`src/design/pkc_pkg.sv`:
```
package pkc_pkg;

    localparam int COUNT_WIDTH = 16;
    localparam int CFG_WIDTH   = 16;
    localparam int CFG_IDX_W   = 3;

    typedef logic [COUNT_WIDTH-1:0] count_t;
    typedef logic [CFG_WIDTH-1:0]   cfg_word_t;
    typedef logic [CFG_IDX_W-1:0]   cfg_idx_t;
    typedef logic [2:0]             event_t;

    localparam count_t COUNT_MAX = {COUNT_WIDTH{1'b1}};

    // event codes
    localparam event_t EV_NONE         = 3'd0;
    localparam event_t EV_PRESS_START  = 3'd1;
    localparam event_t EV_VOLUME_UP    = 3'd2;
    localparam event_t EV_PREV_TRACK   = 3'd3;
    localparam event_t EV_SHORT_IGNORE = 3'd4;
    localparam event_t EV_MID_IGNORE   = 3'd5;
    localparam event_t EV_SAVE_REQ     = 3'd6;
    localparam event_t EV_ARMED        = 3'd7;

    // configuration register indexes
    localparam cfg_idx_t CFG_DEBOUNCE  = 3'd0;
    localparam cfg_idx_t CFG_SAVE_HOLD = 3'd1;
    localparam cfg_idx_t CFG_SHORT_MAX = 3'd2;
    localparam cfg_idx_t CFG_TRACK     = 3'd3;
    localparam cfg_idx_t CFG_ACTIVE    = 3'd4;

    // reset values of the configuration registers
    localparam logic [15:0] DEBOUNCE_RST  = 16'd40;
    localparam logic [15:0] SAVE_HOLD_RST = 16'd1000;
    localparam logic [15:0] SHORT_MAX_RST = 16'd500;

    function automatic count_t sat_inc(input count_t v);
        count_t r;
        r = (v == COUNT_MAX) ? v : v + count_t'(1);
        return r;
    endfunction

endpackage

```
`src/design/pkc_in_if.sv`:
```
interface pkc_in_if;
    logic valid;
    logic ready;
    logic key_level;
    logic media_in_front;

    modport source (output valid, output key_level, output media_in_front, input ready);
    modport sink   (input valid, input key_level, input media_in_front, output ready);
endinterface

```
`src/design/pkc_out_if.sv`:
```
interface pkc_out_if;
    logic       valid;
    logic       ready;
    logic [2:0] event_res;
    logic       key_pressed;
    logic       is_armed;

    modport source (output valid, output event_res, output key_pressed, output is_armed,
                    input ready);
    modport sink   (input valid, input event_res, input key_pressed, input is_armed,
                    output ready);
endinterface

```
`src/design/power_key_press_classifier_unit.sv`:
```
// channel   dir  payload                         transfer when
// tick      in   key_level, media_in_front       tick.valid && tick.ready
// result    out  event_res, key_pressed, is_armed result.valid && result.ready
// cfg       in   cfg_index, cfg_wdata            cfg_we high at clock edge
//
// a tick goes into the input stage, then the update logic loads the result
// register; one tick per cycle sustained while results are taken
// the input stage refills in the cycle it drains, so a held result only stops
// the flow once both the input stage and the result register are full
// rst_n clears control state and loads the default configuration
// exactly one result transfer for every tick transfer
module power_key_press_classifier_unit
(
    input  logic               clk,
    input  logic               rst_n,
    pkc_in_if.sink             tick,
    pkc_out_if.source          result,
    input  logic               cfg_we,
    input  pkc_pkg::cfg_idx_t  cfg_index,
    input  pkc_pkg::cfg_word_t cfg_wdata
);
    import pkc_pkg::*;

    // configuration
    count_t debounce_reg;
    count_t save_hold_reg;
    count_t short_max_reg;
    logic   track_mode_reg;
    logic   active_level_reg;

    // input stage
    logic   in_valid_reg;
    logic   key_reg;
    logic   media_reg;

    // tick state
    logic   started_reg,   started_next;
    logic   raw_reg,       raw_next;
    logic   stable_reg,    stable_next;
    logic   armed_reg,     armed_next;
    logic   timing_reg,    timing_next;
    logic   save_done_reg, save_done_next;
    count_t since_reg,     since_next;
    count_t hold_reg,      hold_next;
    event_t event_next;

    // result register
    logic   out_valid_reg;
    event_t event_reg;
    logic   key_pressed_reg;
    logic   is_armed_reg;

    logic   out_free;
    logic   advance;
    logic   now_pressed;
    logic   save_check;

    assign out_free = !out_valid_reg || result.ready;
    assign advance  = in_valid_reg && out_free;
    assign tick.ready = !in_valid_reg || out_free;

    assign result.valid       = out_valid_reg;
    assign result.event_res   = event_reg;
    assign result.key_pressed = key_pressed_reg;
    assign result.is_armed    = is_armed_reg;

    // configuration writes, taken any time
    always_ff @(posedge clk or negedge rst_n)
    begin
        if (!rst_n)
        begin
            debounce_reg     <= count_t'(DEBOUNCE_RST);
            save_hold_reg    <= count_t'(SAVE_HOLD_RST);
            short_max_reg    <= count_t'(SHORT_MAX_RST);
            track_mode_reg   <= 1'b0;
            active_level_reg <= 1'b0;
        end
        else if (cfg_we)
        begin
            unique case (cfg_index)
                CFG_DEBOUNCE:  debounce_reg     <= count_t'(cfg_wdata);
                CFG_SAVE_HOLD: save_hold_reg    <= count_t'(cfg_wdata);
                CFG_SHORT_MAX: short_max_reg    <= count_t'(cfg_wdata);
                CFG_TRACK:     track_mode_reg   <= cfg_wdata[0];
                CFG_ACTIVE:    active_level_reg <= cfg_wdata[0];
                default:       ;
            endcase
        end
    end

    // pressed when the pin matches the active level
    assign now_pressed = (key_reg == active_level_reg);

    always_comb
    begin
        started_next   = started_reg;
        raw_next       = raw_reg;
        stable_next    = stable_reg;
        armed_next     = armed_reg;
        timing_next    = timing_reg;
        save_done_next = save_done_reg;
        since_next     = sat_inc(since_reg);
        hold_next      = timing_reg ? sat_inc(hold_reg) : hold_reg;
        event_next     = EV_NONE;
        save_check     = 1'b0;

        if (!started_reg)
        begin
            // first tick samples the level and arms at once if the key is not pressed
            raw_next       = now_pressed;
            stable_next    = now_pressed;
            since_next     = '0;
            hold_next      = '0;
            timing_next    = 1'b0;
            save_done_next = 1'b0;
            armed_next     = !now_pressed;
            started_next   = 1'b1;
            event_next     = now_pressed ? EV_NONE : EV_ARMED;
        end
        else if (now_pressed != raw_reg)
        begin
            // raw edge restarts the debounce window
            raw_next   = now_pressed;
            since_next = '0;
        end
        else if (now_pressed != stable_reg)
        begin
            if (since_next >= debounce_reg)
            begin
                stable_next = now_pressed;
                if (!now_pressed)
                begin
                    // release accepted
                    if (!armed_reg)
                    begin
                        armed_next = 1'b1;
                        event_next = EV_ARMED;
                    end
                    else if (timing_reg && !save_done_reg)
                    begin
                        if (hold_next <= short_max_reg)
                        begin
                            if (track_mode_reg)
                                event_next = media_reg ? EV_PREV_TRACK : EV_SHORT_IGNORE;
                            else
                                event_next = EV_VOLUME_UP;
                        end
                        else
                        begin
                            event_next = EV_MID_IGNORE;
                        end
                    end
                    timing_next    = 1'b0;
                    save_done_next = 1'b0;
                    hold_next      = '0;
                end
                else if (armed_reg)
                begin
                    // press accepted: start timing the hold
                    timing_next    = 1'b1;
                    hold_next      = '0;
                    save_done_next = 1'b0;
                    event_next     = EV_PRESS_START;
                    save_check     = 1'b1;
                end
            end
        end
        else
        begin
            save_check = 1'b1;
        end

        // one save request per press; zero save hold fires on the press tick
        if (save_check && armed_reg && stable_next && !save_done_next && timing_next
            && hold_next >= save_hold_reg)
        begin
            save_done_next = 1'b1;
            event_next     = EV_SAVE_REQ;
        end
    end

    // control state
    always_ff @(posedge clk or negedge rst_n)
    begin
        if (!rst_n)
        begin
            in_valid_reg  <= 1'b0;
            out_valid_reg <= 1'b0;
            started_reg   <= 1'b0;
            raw_reg       <= 1'b0;
            stable_reg    <= 1'b0;
            armed_reg     <= 1'b0;
            timing_reg    <= 1'b0;
            save_done_reg <= 1'b0;
            since_reg     <= '0;
            hold_reg      <= '0;
        end
        else
        begin
            if (tick.ready)
                in_valid_reg <= tick.valid;
            if (out_free)
                out_valid_reg <= in_valid_reg;
            if (advance)
            begin
                started_reg   <= started_next;
                raw_reg       <= raw_next;
                stable_reg    <= stable_next;
                armed_reg     <= armed_next;
                timing_reg    <= timing_next;
                save_done_reg <= save_done_next;
                since_reg     <= since_next;
                hold_reg      <= hold_next;
            end
        end
    end

    // payload registers
    always_ff @(posedge clk)
    begin
        if (tick.valid && tick.ready)
        begin
            key_reg   <= tick.key_level;
            media_reg <= tick.media_in_front;
        end
        if (advance)
        begin
            event_reg       <= event_next;
            key_pressed_reg <= stable_next;
            is_armed_reg    <= armed_next;
        end
    end

    // once armed the block stays armed
    a_armed_sticky: assert property (@(posedge clk) disable iff (!rst_n)
        armed_reg |=> armed_reg)
        else $error("armed state dropped");

    // a save request only belongs to a timed hold
    a_save_in_hold: assert property (@(posedge clk) disable iff (!rst_n)
        save_done_reg |-> timing_reg)
        else $error("save flag set outside a timed hold");

    // the hold counter only moves while a hold is timed
    a_hold_idle: assert property (@(posedge clk) disable iff (!rst_n)
        (hold_reg != '0) |-> timing_reg)
        else $error("hold count nonzero with no hold timed");

    // a save request is reported only for an armed, pressed key
    a_save_event: assert property (@(posedge clk) disable iff (!rst_n)
        (out_valid_reg && event_reg == EV_SAVE_REQ) |-> (key_pressed_reg && is_armed_reg))
        else $error("save request without armed press");

endmodule
```
`src/flat_wrapper.sv`:
```
// flat-port wrapper written by rule: the top's interface ports become plain ports
module power_key_press_classifier_unit_flat import pkc_pkg::*;
  (clk, rst_n, cfg_we, cfg_index, cfg_wdata, tick_valid, tick_key_level, tick_media_in_front, tick_ready, result_valid, result_event_res, result_key_pressed, result_is_armed, result_ready);
  pkc_in_if tick_i ();
  pkc_out_if result_i ();
  input  logic clk;
  input  logic rst_n;
  input  logic cfg_we;
  input  pkc_pkg::cfg_idx_t cfg_index;
  input  pkc_pkg::cfg_word_t cfg_wdata;
  input wire logic [$bits(tick_i.valid)-1:0] tick_valid;
  input wire logic [$bits(tick_i.key_level)-1:0] tick_key_level;
  input wire logic [$bits(tick_i.media_in_front)-1:0] tick_media_in_front;
  output wire logic [$bits(tick_i.ready)-1:0] tick_ready;
  output wire logic [$bits(result_i.valid)-1:0] result_valid;
  output wire logic [$bits(result_i.event_res)-1:0] result_event_res;
  output wire logic [$bits(result_i.key_pressed)-1:0] result_key_pressed;
  output wire logic [$bits(result_i.is_armed)-1:0] result_is_armed;
  input wire logic [$bits(result_i.ready)-1:0] result_ready;
  assign tick_i.valid = tick_valid;
  assign tick_i.key_level = tick_key_level;
  assign tick_i.media_in_front = tick_media_in_front;
  assign tick_ready = tick_i.ready;
  assign result_valid = result_i.valid;
  assign result_event_res = result_i.event_res;
  assign result_key_pressed = result_i.key_pressed;
  assign result_is_armed = result_i.is_armed;
  assign result_i.ready = result_ready;
  power_key_press_classifier_unit u_core (.clk(clk), .rst_n(rst_n), .tick(tick_i), .result(result_i), .cfg_we(cfg_we), .cfg_index(cfg_index), .cfg_wdata(cfg_wdata));
endmodule
```
`config.mk`:
```
export PLATFORM = sky130hd
export DESIGN_NAME = power_key_press_classifier_unit_flat
export DESIGN_NICKNAME = d
export VERILOG_FILES = /design/src/design/pkc_pkg.sv /design/src/design/pkc_in_if.sv /design/src/design/pkc_out_if.sv /design/src/design/power_key_press_classifier_unit.sv /design/src/flat_wrapper.sv
export SDC_FILE = /design/constraint.sdc
export NUM_CORES = 1
export LEC_CHECK = 0
export BUFFER_PORTS_ARGS = -buffer_cell sky130_fd_sc_hd__buf_2
export CORE_MARGIN = 3
export CORE_UTILIZATION = 35
export CTS_CLUSTER_DIAMETER = 60
export DETAILED_ROUTE_END_ITERATION = 6
export PLACE_DENSITY_LB_ADDON = 0.15
export RECOVER_POWER = 100
export SLEW_MARGIN = 20
export SYNTH_ARGS = -nofsm -noshare
export SYNTH_HDL_FRONTEND = slang
export SYNTH_SLANG_ARGS = --single-unit
```
`constraint.sdc`:
```
create_clock -name clk -period 4.85 [get_ports clk]
set_input_delay 0.485 -clock clk [delete_from_list [all_inputs] [get_ports clk]]
set_output_delay 0.485 -clock clk [all_outputs]
set_load 0.02 [all_outputs]
```
# == After elaboration in Yosys (flattened, before gate mapping) ==
# Index checks and enable logic that the tools add are counted.
# classes
add_sub_neg,2
magnitude_cmp,3
n_reduce_logical,22
n_mux,53
n_eq_ne,10
# op_table
operator,count
two-way mux 16 bit,11
two-way mux 3 bit,11
adder 16 x 1 -> 16 bit (second input constant),2
equality test 16 bit (second input constant),2
>= comparator 16 bit,2
two-way mux 1 bit,31
less-or-equal comparator 16 bit,1
AND reduction 2 bit,6
logical AND 1 bit,8
equality test 3 x 2 -> 1 bit (second input constant),2
zero test 1 bit,5
equality test 3 x 1 -> 1 bit (second input constant),1
equality test 3 bit (second input constant),1
zero test 3 bit,1
logical OR 1 bit,2
inequality test 1 bit,2
inequality test 2 bit (second input constant),1
equality test 1 bit,1
# totals
ff_bits,97
word_cells,110
output_inout_bits,7
input_bits,26

# == Longest topological paths before layout ==
# Gate-level depths: netlist of run 1.
# depth
depth_word,13
mapped_depth,21
mapped_depth_nobuf,20

# == Worst setup path after synthesis of run 1 ==
# No wires, ideal clock.
# synth_path
path_type,register to register
startpoint,register u_core.since_reg[4]
endpoint,"register u_core.event_reg[0], in the netlist u_core.result.event_res[0], data pin"
path_stages_with_launch,21
period_less_slack_ps,5141
slack_ps,-291
path_buffers,3
setup_ps,256
t_arrival_ps,4885
required_time_ps,4594
path_cell_list,dfrtp_1 -> clkbuf_1 -> and4_1 -> clkbuf_1 -> nand3_1 -> nor4_1 -> nand3_1 -> o21a_1 -> ha_1 -> and4_1 -> nand2_1 -> or4_4 -> a41oi_2 -> buf_2 -> nor2b_1 -> ha_1 -> nand4_1 -> a2111oi_0 -> o41ai_1 -> a221o_1 -> o211a_1
# synth_between
elab_cells_between_ends,35
classes_between,add/sub: 1; order compare: 2; eq/ne: 1; mux: 25; reduce/logical: 6
# synth_rtl
item,line,text
start: declaration,power_key_press_classifier_unit.sv:43,"count_t since_reg, since_next;"
start signal: assignment,power_key_press_classifier_unit.sv:212,since_reg <= since_next;
adder 16 x 1 -> 16 bit or equality test 16 bit (tied branches),pkc_pkg.sv:38,r = (v == COUNT_MAX) ? v : v + count_t'(1);
two-way mux 16 bit *,pkc_pkg.sv:38,
>= comparator 16 bit *,power_key_press_classifier_unit.sv:128,if (since_next >= debounce_reg)
two-way mux 16 bit *,power_key_press_classifier_unit.sv:128,
two-way mux 16 bit *,power_key_press_classifier_unit.sv:126,else if (now_pressed != stable_reg)
two-way mux 16 bit *,power_key_press_classifier_unit.sv:120,else if (now_pressed != raw_reg)
two-way mux 16 bit *,power_key_press_classifier_unit.sv:107,if (!started_reg)
net u_core.hold_next[9],power_key_press_classifier_unit.sv:44,"count_t hold_reg, hold_next;"
>= comparator 16 bit *,power_key_press_classifier_unit.sv:175,&& hold_next >= save_hold_reg)
logical AND 1 bit *,power_key_press_classifier_unit.sv:175,
end signal: assignment,power_key_press_classifier_unit.sv:228,event_reg <= event_next;
end: declaration,power_key_press_classifier_unit.sv:49,event_t event_reg;
# The timed path passes the listed nets; every way through them passes the cells marked *.
# A chain may end at the register's enable or synchronous reset.

# == Worst setup path after layout of run 1 ==
# layout_path
startpoint,register u_core.since_reg[5]
endpoint,"register u_core.event_reg[0], in the netlist u_core.result.event_res[0], data pin"
# The elaborated chain is that of the path after synthesis.

==> impl_metrics.py, run 1 <==
metrics = {
    "logic_synthesis": {
        "async_flop_share": 0.928,
        "synth.area.mux_share": 0.0294,
        "synth_top_family_by_area": "simple AND/OR/NAND/NOR gates",
        "synth-edff-count": 7,
        "ys_seq_area_frac": 0.410,
        "synth_area_sq_mm": 0.00605,
        "synth_nets": 754,
        "syn_area_per_cell_sq_um": 8.93,
        "synth_warnings": 0,
        "synth_cells": 678,
        "synth-seq-cells": 97,
        "synth-xor-area-share": 0.0360,
        "yosys.cell_types.count": 67,
        "yosys.area_share.adder": 0.103,
        "synth_compound_area_frac": 0.182,
        "synth-simple-area-share": 0.185,
        "synth_flop_cell": "dfrtp_1",
    },
    "global_routing": {
        "met1_usage": 0.246,
        "track_usage": 0.176,
        "overflow": 0,
        "antenna_found_initial": 0,
        "grtUsageMet3": 0.0321,
        "grt_use_met2": 0.279,
        "gr-max-usage-layer": "met2",
        "grt_pass1_vias": 5117,
        "grt_pass1_wl_um": 25900,
        "grt_max_degree": 55,
    },
    "worst_setup_path": {
        "r2r_setup_slack_ns": 0.12,
        "r2r_start": "u_core.since_reg[5]$_DFFE_PN0P_",
        "r2r_cells": 18,
        "worstSetupPathType": "flip-flop to flip-flop",
        "crit_path_end_kind": "flip-flop",
        "slowest_delay_ns": 0.49,
        "reg2reg_to": "u_core.result.event_res[0]$_SDFFCE_PP0P_",
        "startpoint_type": "flip-flop",
        "critPathRequiredTime_ns": 4.96,
        "worstPathMaxFanout": 8,
        "critical_path.cell_chain": "and4_2 > nand3_4 > nor4_4 > nand3_1 > o21a_1 > ha_1 > and4_1 > nand2_1 > or4_4 > a41oi_2 > buf_6 > and2b_1 > ha_4 > o2111ai_4 > a2111oi_4 > o41ai_2 > a221o_1 > o211a_1",
        "cp.arrival_ns": 4.84,
        "critPathSlowestCell": "or4_4",
    },
    "floorplan": {
        "placementRows": 47,
        "design.portCount": 33,
        "core_region_area_sq_mm": 0.0168,
        "start_util": 0.361,
        "die_area_sq_mm": 0.0189,
        "die_y_um": 138,
        "die_w_um": 138,
    },
    "timing": {
        "max_slew_margin": -1.02,
        "rsz0062_at_grt": "true",
        "skew_ns": 0.0124,
        "maxSlewViolCount": 150,
        "finalSetupViolations": 0,
        "worst-slew-pin-transition_ns": 3.03,
        "period_needed_ns": 4.73,
        "max_clock_freq_mhz": 212,
        "hold_viol": 0,
        "finalCritPeriodShare": 0.975,
        "hold_ws_ns": 0.313,
    },
    "final_layout": {
        "final_cell_area_sq_mm": 0.00749,
        "diodes": 0,
        "final_cell_mix": "nand2_1, o21ai_0, dfrtp_1, buf_4, inv_1",
        "n_fill_cell": 1613,
        "seq_area_sq_mm": 0.00248,
        "drive_gt1_frac": 0.236,
        "multi_input_area_sq_mm": 0.00350,
        "final_util": 0.447,
        "area_delta_synth_final_pct": 23.8,
        "layout_commonest_cell": "nand2_1",
        "num-nets-final": 843,
    },
    "pwr": {
        "p_per_area_mw_per_mm2": 320,
        "ir_drop_uv": 179,
        "p_leak_nw": 3.35,
    },
    "flow_run": {
        "max_cap_viol_count": 4,
    },
    "clocking": {
        "clkSlewWorstSetupHoldPaths_ns": 0.07,
        "cts_tree": "yes",
        "cts_hold_buf": 0,
        "clock_path_buffers": 2,
        "htreeDepth": 3,
        "clock-sinks": 97,
        "clockRootBuffer": "clkbuf_16",
        "insertion_delay_ns": 0.35,
        "cts_inserted_buffers": 9,
    },
    "min_path": {
        "hold_path_end": "u_core.key_reg$_DFFE_PP_",
        "hold_class": "primary input to flip-flop",
        "hold_depth": 1,
        "hold_path_startpoint": "tick_key_level",
    },
    "drt": {
        "drtIter0Drc": 270,
        "ant_nets": 0,
        "dr.pass1.iters": 5,
        "post_drt_wl_per_cell_um": 16.2,
        "avgViaCountPerCell": 5.30,
        "routed_wl_um": 16100,
        "vias": 5254,
        "drc": 0,
    },
    "outcome": {
        "violations": "capacitance limit, slew limit",
        "status": "finished with violations",
    },
    "placed_design": {
        "gp_congestion": 0.840,
        "dp_hpwl_um": 12000,
        "port_buffers": 32,
        "placed_area_sq_mm": 0.00690,
    },
}
worst max-delay path, delay by kind of cell, from the launching register on:
kind | cells | cell delay [ns]
adders and majority gates | 2 | 0.57
buffers and inverters | 1 | 0.16
and+or+nand+nor | 8 | 1.85
AOI/OAI and AO/OA | 7 | 1.51
DFF | 1 | 0.40
stage by stage:
step                      TNS, ns  total power [mW]  setup slack [ns]  instances
after floorplan                 0              1.43            0.0314        678
after global routing      -0.0922              2.57           -0.0648        992
after CTS                       0              2.40            0.0438        987
after detailed placement   -0.346              1.64            -0.172        966
final                           0              2.40             0.122        992
after global placement     -0.174              1.62            -0.109        966
kinds of logic (layout without fill, tap and decap cells):
kind of cell,after synthesis,after routing
AOI/OAI and AO/OA,180,180
xor gates and xnor gates,24,24
adders and majority gates,50,50
buffers and inverters,85,179
DFF,97,97
muxes,16,16
and+or+nand+nor,226,226
cell usage after synthesis (3+ instances only):
master	instances	area (sq um)
a21o_1	5	37.5
a21oi_1	30	150
a22o_1	8	70.1
a31oi_1	4	25.0
and2_1	3	18.8
and3_1	4	25.0
and4_1	3	26.3
buf_2	4	20.0
clkbuf_1	22	82.6
dfrtp_1	76	1900
dfstp_2	14	368
edfxtp_1	7	210
ha_1	50	626
inv_1	57	214
mux2_2	14	158
nand2_1	88	330
nand2b_1	6	37.5
nand3_1	27	135
nand4_1	13	81.3
nor2_1	31	116
nor2b_1	11	68.8
nor3_1	15	75.1
nor4_1	7	43.8
o21a_1	10	75.1
o21ai_0	85	425
o22ai_1	3	18.8
o31ai_1	8	60.1
or2_2	3	18.8
or3_1	4	25.0
xnor2_1	11	96.3
xor2_1	12	105
per-layer routing:
layer,up-vias,part of all wire
met5,-,0
met4,0,0.018
met3,17,0.038
met2,91,0.46
met1,2575,0.48
li1,2571,-
what timing repair did:
item,in CTS,in global routing
gates cloned,0,0
pin swaps,4,30
endpoints found under the setup margin,4,4
resized for setup,9,40
setup buffers,5,7
layout make-up:
cell class,count,area share
Inverter,57,0.0286
Timing Repair Buffer,106,0.0967
Sequential cell,97,0.331
Multi-Input combinational cell,496,0.467
Tap cell,220,0.0367
Clock inverter,5,0.00718
Clock buffer,11,0.0324
report_power, final:
part / total [mW] / internal, mW / switching [mW]
Combinational: 0.654 / 0.268 / 0.386
Sequential: 1.01 / 0.951 / 0.0642
Clock: 0.730 / 0.413 / 0.317
worst max path at each step:
stage	startpoint	endpoint	cells past startpoint
floorplan	u_core.since_reg[0]$_DFFE_PN0P_	u_core.result.event_res[0]$_SDFFCE_PP0P_	19
global placement	u_core.since_reg[0]$_DFFE_PN0P_	u_core.result.event_res[0]$_SDFFCE_PP0P_	19
detailed placement	u_core.since_reg[0]$_DFFE_PN0P_	u_core.result.event_res[0]$_SDFFCE_PP0P_	17
CTS	u_core.since_reg[0]$_DFFE_PN0P_	u_core.result.event_res[0]$_SDFFCE_PP0P_	17
global route	u_core.since_reg[5]$_DFFE_PN0P_	u_core.result.event_res[0]$_SDFFCE_PP0P_	18
finish	u_core.since_reg[5]$_DFFE_PN0P_	u_core.result.event_res[0]$_SDFFCE_PP0P_	18
Power figures use the tool's default switching activity.
==> run 2, diff against run 1 <==
--- a/config.mk
+++ b/config.mk
@@ -10,6 +10,7 @@
 export CORE_UTILIZATION = 35
 export CTS_CLUSTER_DIAMETER = 60
 export DETAILED_ROUTE_END_ITERATION = 6
+export GPL_TIMING_DRIVEN = 0
 export PLACE_DENSITY_LB_ADDON = 0.15
 export RECOVER_POWER = 100
 export SLEW_MARGIN = 20
==> impl_metrics.py, run 2 (same netlist as run 1, synthesis figures left out) <==
metrics = {
    "outcome": {
        "status": "finished with violations",
        "violations": "capacitance limit, slew limit, setup timing",
    },
    "timing": {
        "tns_ns": -1.24,
        "rsz0062_at_grt": "true",
        "hold_ws_ns": 0.296,
        "finalCritPeriodShare": 1.07,
        "maxSlewViolCount": 93,
        "max_slew_margin": -0.616,
        "worst-slew-pin-transition_ns": 2.42,
        "finalSetupViolations": 4,
        "skew_ns": 0.0103,
        "hold_viol": 0,
        "max_clock_freq_mhz": 192,
        "fin_ws_ns": -0.352,
        "period_needed_ns": 5.20,
    },
    "global_routing": {
        "grt_pass1_wl_um": 27800,
        "antenna_found_initial": 0,
        "track_usage": 0.190,
        "grt_pass1_vias": 5353,
        "overflow": 0,
        "grt_max_degree": 50,
    },
    "final_layout": {
        "n_fill_cell": 1574,
        "final_util": 0.456,
        "drive_gt1_frac": 0.229,
        "diodes": 0,
        "area_delta_synth_final_pct": 26.2,
        "final_cell_area_sq_mm": 0.00764,
        "final_cell_mix": "nand2_1, o21ai_0, dfrtp_1, inv_1, ha_1",
        "num-nets-final": 858,
        "fin_cells": 1007,
        "layout_commonest_cell": "nand2_1",
    },
    "worst_setup_path": {
        "worstSetupPathType": "flip-flop to flip-flop",
        "critPathRequiredTime_ns": 4.96,
        "crit_path_end_kind": "flip-flop",
        "startpoint_type": "flip-flop",
        "cp.arrival_ns": 5.32,
        "worstPathMaxFanout": 5,
    },
    "placed_design": {
        "port_buffers": 32,
        "placed_area_sq_mm": 0.00657,
        "dp_hpwl_um": 12100,
        "dp.cells": 931,
        "gp_congestion": 0.832,
    },
    "drt": {
        "drtIter0Drc": 324,
        "avgViaCountPerCell": 5.39,
        "vias": 5432,
        "post_drt_wl_per_cell_um": 17.5,
        "ant_nets": 0,
        "drc": 0,
        "dr.pass1.iters": 5,
        "routed_wl_um": 17600,
    },
    "clocking": {
        "insertion_delay_ns": 0.36,
        "htreeDepth": 3,
        "clockRootBuffer": "clkbuf_16",
        "cts_inserted_buffers": 9,
        "clock-sinks": 97,
        "cts_hold_buf": 0,
        "clock_path_buffers": 2,
        "cts_tree": "yes",
        "clkSlewWorstSetupHoldPaths_ns": 0.07,
    },
    "flow_run": {
        "max_cap_viol_count": 2,
    },
    "floorplan": {
        "design.portCount": 33,
        "placementRows": 47,
        "die_y_um": 138,
        "core_region_area_sq_mm": 0.0168,
        "start_util": 0.361,
        "die_w_um": 138,
        "die_area_sq_mm": 0.0189,
    },
    "pwr": {
        "p_leak_nw": 3.38,
        "p_per_area_mw_per_mm2": 318,
        "ir_drop_uv": 174,
    },
    "min_path": {
        "hold_class": "primary input to flip-flop",
    },
}
[run 2: cell types whose count changed in the layout (fill, tap and decap cells not counted), sizes merged]
cell	previous run	this run
buf	92	90
clkbuf	25	39
clkinv	2	3
dlymetal6s2s	0	1
inv	58	59
[run 2: path summary, 6_finish.rpt]
path                            slack, ns                            start  cells after the start                                  endpoint
worst max-delay path                -0.35  u_core.since_reg[7]$_DFFE_PN0P_                     18  u_core.result.event_res[0]$_SDFFCE_PP0P_
worst min-delay path                 0.30                   tick_key_level                      1                  u_core.key_reg$_DFFE_PP_
worst max register to register      -0.35  u_core.since_reg[7]$_DFFE_PN0P_                     18  u_core.result.event_res[0]$_SDFFCE_PP0P_
worst min register to register       0.50  u_core.in_valid_reg$_DFFE_PN0N_                      1           u_core.result.valid$_DFFE_PN0P_
max in group asynchronous            0.75                            rst_n                      2           u_core.since_reg[0]$_DFFE_PN0P_
min in group asynchronous            0.85                            rst_n                      1      u_core.short_max_reg[12]$_DFFE_PN0P_
[run 2: timing repair]
action / 4_1_cts / 5_1_grt
setup buffers: 51 / 30
pin swaps: 21 / 20
gates resized for setup: 47 / 27
setup endpoints to repair: 4 / 5
[run 2: per-layer routing]
layer  vias to the layer above  share of wire  track usage
met3                        40          0.035       0.0248
li1                       2604              -            -
met2                       155           0.46        0.300
met5                         -              0            0
met1                      2633           0.47        0.260
met4                         0          0.033       0.0881
[run 2: area by class of cell]
type	instances	area, sq um	share of cell area
clock inverter	7	78.8	0.0103
tap	220	275	0.0360
multi-input combinational	496	3500	0.458
inverter	57	214	0.0280
buffer	25	123	0.0161
clock buffer	9	225	0.0295
timing repair buffer	96	738	0.0967
sequential	97	2480	0.325
[run 2: critical path: stages, from the launching register on]
cell	delay, ns
dfrtp_2	0.39
and4_1	0.22
clkbuf_8	0.14
nand3_4	0.12
nor4_4	0.35
nand3_2	0.16
o21a_1	0.16
ha_4	0.27
and4_4	0.21
nand2_2	0.05
or4_4	0.57
a41oi_4	0.35
and2b_2	0.30
ha_4	0.29
o2111ai_4	0.13
a2111oi_4	0.37
o41ai_2	0.17
a221o_1	0.43
o211a_1	0.25
[run 2: through the flow]
step / power, mW / setup slack [ns]
4_1_cts: 2.43 / -0.172
3_5_place_dp: 1.62 / -0.947
5_1_grt: 2.58 / -0.505
3_3_place_gp: 1.59 / -0.939
2_1_floorplan: 1.43 / 0.0314
6_report: 2.43 / -0.352
[run 2: where the power goes]
group	leakage [nW]	total, mW	internal [mW]	switching, mW
sequential	1.17	1.02	0.950	0.0680
clock	0.147	0.761	0.406	0.355
combinational	2.06	0.649	0.261	0.387
==> run 3, diff against run 2 <==
--- a/config.mk
+++ b/config.mk
@@ -5,6 +5,7 @@
 export SDC_FILE = /design/constraint.sdc
 export NUM_CORES = 1
 export LEC_CHECK = 0
+export ABC_AREA = 1
 export BUFFER_PORTS_ARGS = -buffer_cell sky130_fd_sc_hd__buf_2
 export CORE_MARGIN = 3
 export CORE_UTILIZATION = 35
==> impl_metrics.py, run 3 <==
metrics = {
    "timing": {
        "finalSetupViolations": 0,
        "max_slew_margin": -0.186,
        "max_clock_freq_mhz": 222,
        "worst-slew-pin-transition_ns": 1.78,
        "hold_viol": 0,
        "skew_ns": 0.00639,
        "finalCritPeriodShare": 0.927,
        "maxSlewViolCount": 71,
        "period_needed_ns": 4.50,
    },
    "worst_setup_path": {
        "worstSetupPathType": "flip-flop to flip-flop",
        "path_common_cell": "inv_1",
        "crit_path_end_kind": "flip-flop",
        "startpoint_type": "flip-flop",
        "r2r_setup_slack_ns": 0.35,
        "worstPathMaxFanout": 10,
        "r2r_start": "u_core.since_reg[0]$_DFFE_PN0P_",
        "cp.arrival_ns": 4.60,
        "critPathSlowestCell": "dfrtp_1",
        "worstSetupStartpoint": "u_core.since_reg[0]$_DFFE_PN0P_",
        "crit_family": "simple AND/OR/NAND/NOR gates",
        "slowest_delay_ns": 0.39,
        "cp_num_buf_inv": 5,
        "critPathRequiredTime_ns": 4.95,
    },
    "drt": {
        "post_drt_wl_per_cell_um": 15.1,
        "ant_nets": 0,
        "avgViaCountPerCell": 4.73,
        "dr.pass1.iters": 5,
        "vias": 5252,
        "routed_wl_um": 16800,
        "drc": 0,
        "drtIter0Drc": 280,
    },
    "logic_synthesis": {
        "synth_nets": 905,
        "synth_largest_area_cell": "dfrtp_1",
        "synth_warnings": 0,
        "async_flop_share": 0.928,
        "synth_flop_cell": "dfrtp_1",
        "synth_common_cells": "nand2_1, inv_1, o21ai_0",
        "ys_seq_area_frac": 0.399,
        "yosysTopAreaCellShare": 0.306,
        "yosys.cell_count.top_type": "nand2_1",
        "syn_area_per_cell_sq_um": 7.49,
        "synth-seq-cells": 97,
        "synth_cells": 829,
        "synth_area_sq_mm": 0.00621,
        "synth-edff-count": 7,
        "yosys.cell_types.count": 37,
        "synthTopCellsByArea": "dfrtp_1, nand2_1, ha_1",
    },
    "final_layout": {
        "n_fill_cell": 1810,
        "final_util": 0.409,
        "final_cell_area_sq_mm": 0.00710,
        "drive_gt1_frac": 0.123,
        "fin_cells": 1111,
        "num-nets-final": 957,
        "diodes": 0,
        "layout_commonest_cell": "nand2_1",
        "final_cell_mix": "nand2_1, inv_1, o21ai_0, dfrtp_1, nor2_1",
        "area_delta_synth_final_pct": 14.3,
    },
    "floorplan": {
        "design.portCount": 33,
        "placementRows": 48,
        "core_region_area_sq_mm": 0.0174,
        "die_y_um": 139,
        "die_w_um": 139,
        "start_util": 0.358,
        "die_area_sq_mm": 0.0194,
    },
    "clocking": {
        "clock_path_buffers": 2,
        "cts_tree": "yes",
        "insertion_delay_ns": 0.35,
        "cts_inserted_buffers": 9,
        "htreeDepth": 3,
        "clockRootBuffer": "clkbuf_16",
        "clock-sinks": 97,
        "clkSlewWorstSetupHoldPaths_ns": 0.07,
    },
    "placed_design": {
        "gp_congestion": 0.900,
        "dp.cells": 1087,
        "dp_hpwl_um": 12900,
        "port_buffers": 32,
        "placed_area_sq_mm": 0.00669,
    },
    "global_routing": {
        "antenna_found_initial": 0,
        "overflow": 0,
        "grt_pass1_wl_um": 27400,
        "grt_pass1_vias": 5134,
        "grt_max_degree": 71,
        "track_usage": 0.179,
    },
    "pwr": {
        "p_per_area_mw_per_mm2": 450,
        "ir_drop_uv": 221,
        "p_leak_nw": 3.56,
        "total_power_mw": 3.19,
    },
    "min_path": {
        "hold_class": "primary input to flip-flop",
        "hold_path_startpoint": "tick_media_in_front",
    },
    "outcome": {
        "status": "finished with violations",
        "violations": "capacitance limit, slew limit",
    },
    "flow_run": {
        "max_cap_viol_count": 1,
    },
}
## run 3: cell count changes in the layout (fill, tap and decap cells not counted), moves of 9 or more
cell	before	now
o21ai_0	84	95
nor2_2	3	12
inv_1	57	140
nand3_1	22	33
xnor2_1	11	1
buf_4	36	7
nor2b_1	10	0
nor2_1	28	53
o21a_1	10	1
mux2_2	14	0
nand2_1	87	207
buf_6	28	0
## run 3: worst reg2reg max path, delay by kind of cell, from the launching register on
family / cells / cell delay [ns]
AOI/OAI and AO/OA: 4 / 0.58
and+or+nand+nor: 15 / 1.99
buffers and inverters: 5 / 0.43
DFF: 1 / 0.39
adders and majority gates: 3 / 0.72
xor gates and xnor gates: 1 / 0.14
## run 3: final timing paths
kind | endpoint | cells past startpoint
min | u_core.media_reg$_DFFE_PP_ | 1
max in group asynchronous | u_core.hold_reg[6]$_DFFE_PN0P_ | 3
max reg2reg | u_core.result.event_res[1]$_SDFFCE_PP1P_ | 28
min in group asynchronous | u_core.since_reg[6]$_DFFE_PN0P_ | 2
max | u_core.result.event_res[1]$_SDFFCE_PP1P_ | 28
min reg2reg | u_core.debounce_reg[2]$_DFFE_PN0P_ | 2
## run 3: where the power goes
group | internal, mW | switching [mW]
clock | 0.407 | 0.320
sequential | 0.997 | 0.127
combinational | 0.475 | 0.867
total | 1.88 | 1.31
## run 3: metrics by stage
step	hold slack [ns]	TNS, ns	setup slack (ns)
floorplan	0.189	0	1.10
global placement	0.467	-0.0697	-0.0353
CTS	0.307	0	0.0619
global route	0.306	-0.0534	-0.0440
finish	0.314	0	0.355
detailed placement	0.360	0	0.00474
## run 3: cells by family after synthesis
| group | count (synthesis) | share of synthesized area |
|---|---|---|
| AO/OA/AOI/OAI | 139 | 0.116 |
| XOR/XNOR | 22 | 0.0310 |
| adder cells (fa/ha/maj) | 50 | 0.101 |
| buffers and inverters | 168 | 0.104 |
| flip-flops | 97 | 0.399 |
| AND/OR/NAND/NOR | 353 | 0.250 |
## run 3: area by class of cell
class,count,area [sq um],area share
tap,225,282,0.0397
clock buffer,14,285,0.0402
sequential,97,2480,0.349
multi-input combinational,564,3180,0.447
buffer,20,93.8,0.0132
timing repair buffer,41,216,0.0305
clock inverter,2,10.0,0.00141
inverter,148,556,0.0783
## run 3: layer usage
| metal | routed length, um | global-route usage | vias up |
|---|---|---|---|
| li1 | - | - | 2742 |
| met1 | 8790 | 0.266 | 2429 |
| met2 | 7370 | 0.277 | 68 |
| met3 | 411 | 0.0186 | 13 |
| met4 | 224 | 0.0520 | 0 |
| met5 | 0 | 0 | - |
## run 3: timing repair
item,in CTS,in global routing
resized for setup,1,20
setup endpoints to repair,1,4
setup buffers,0,7
pin swaps,0,9
hold endpoints to repair,20,0
hold buffers,1,0
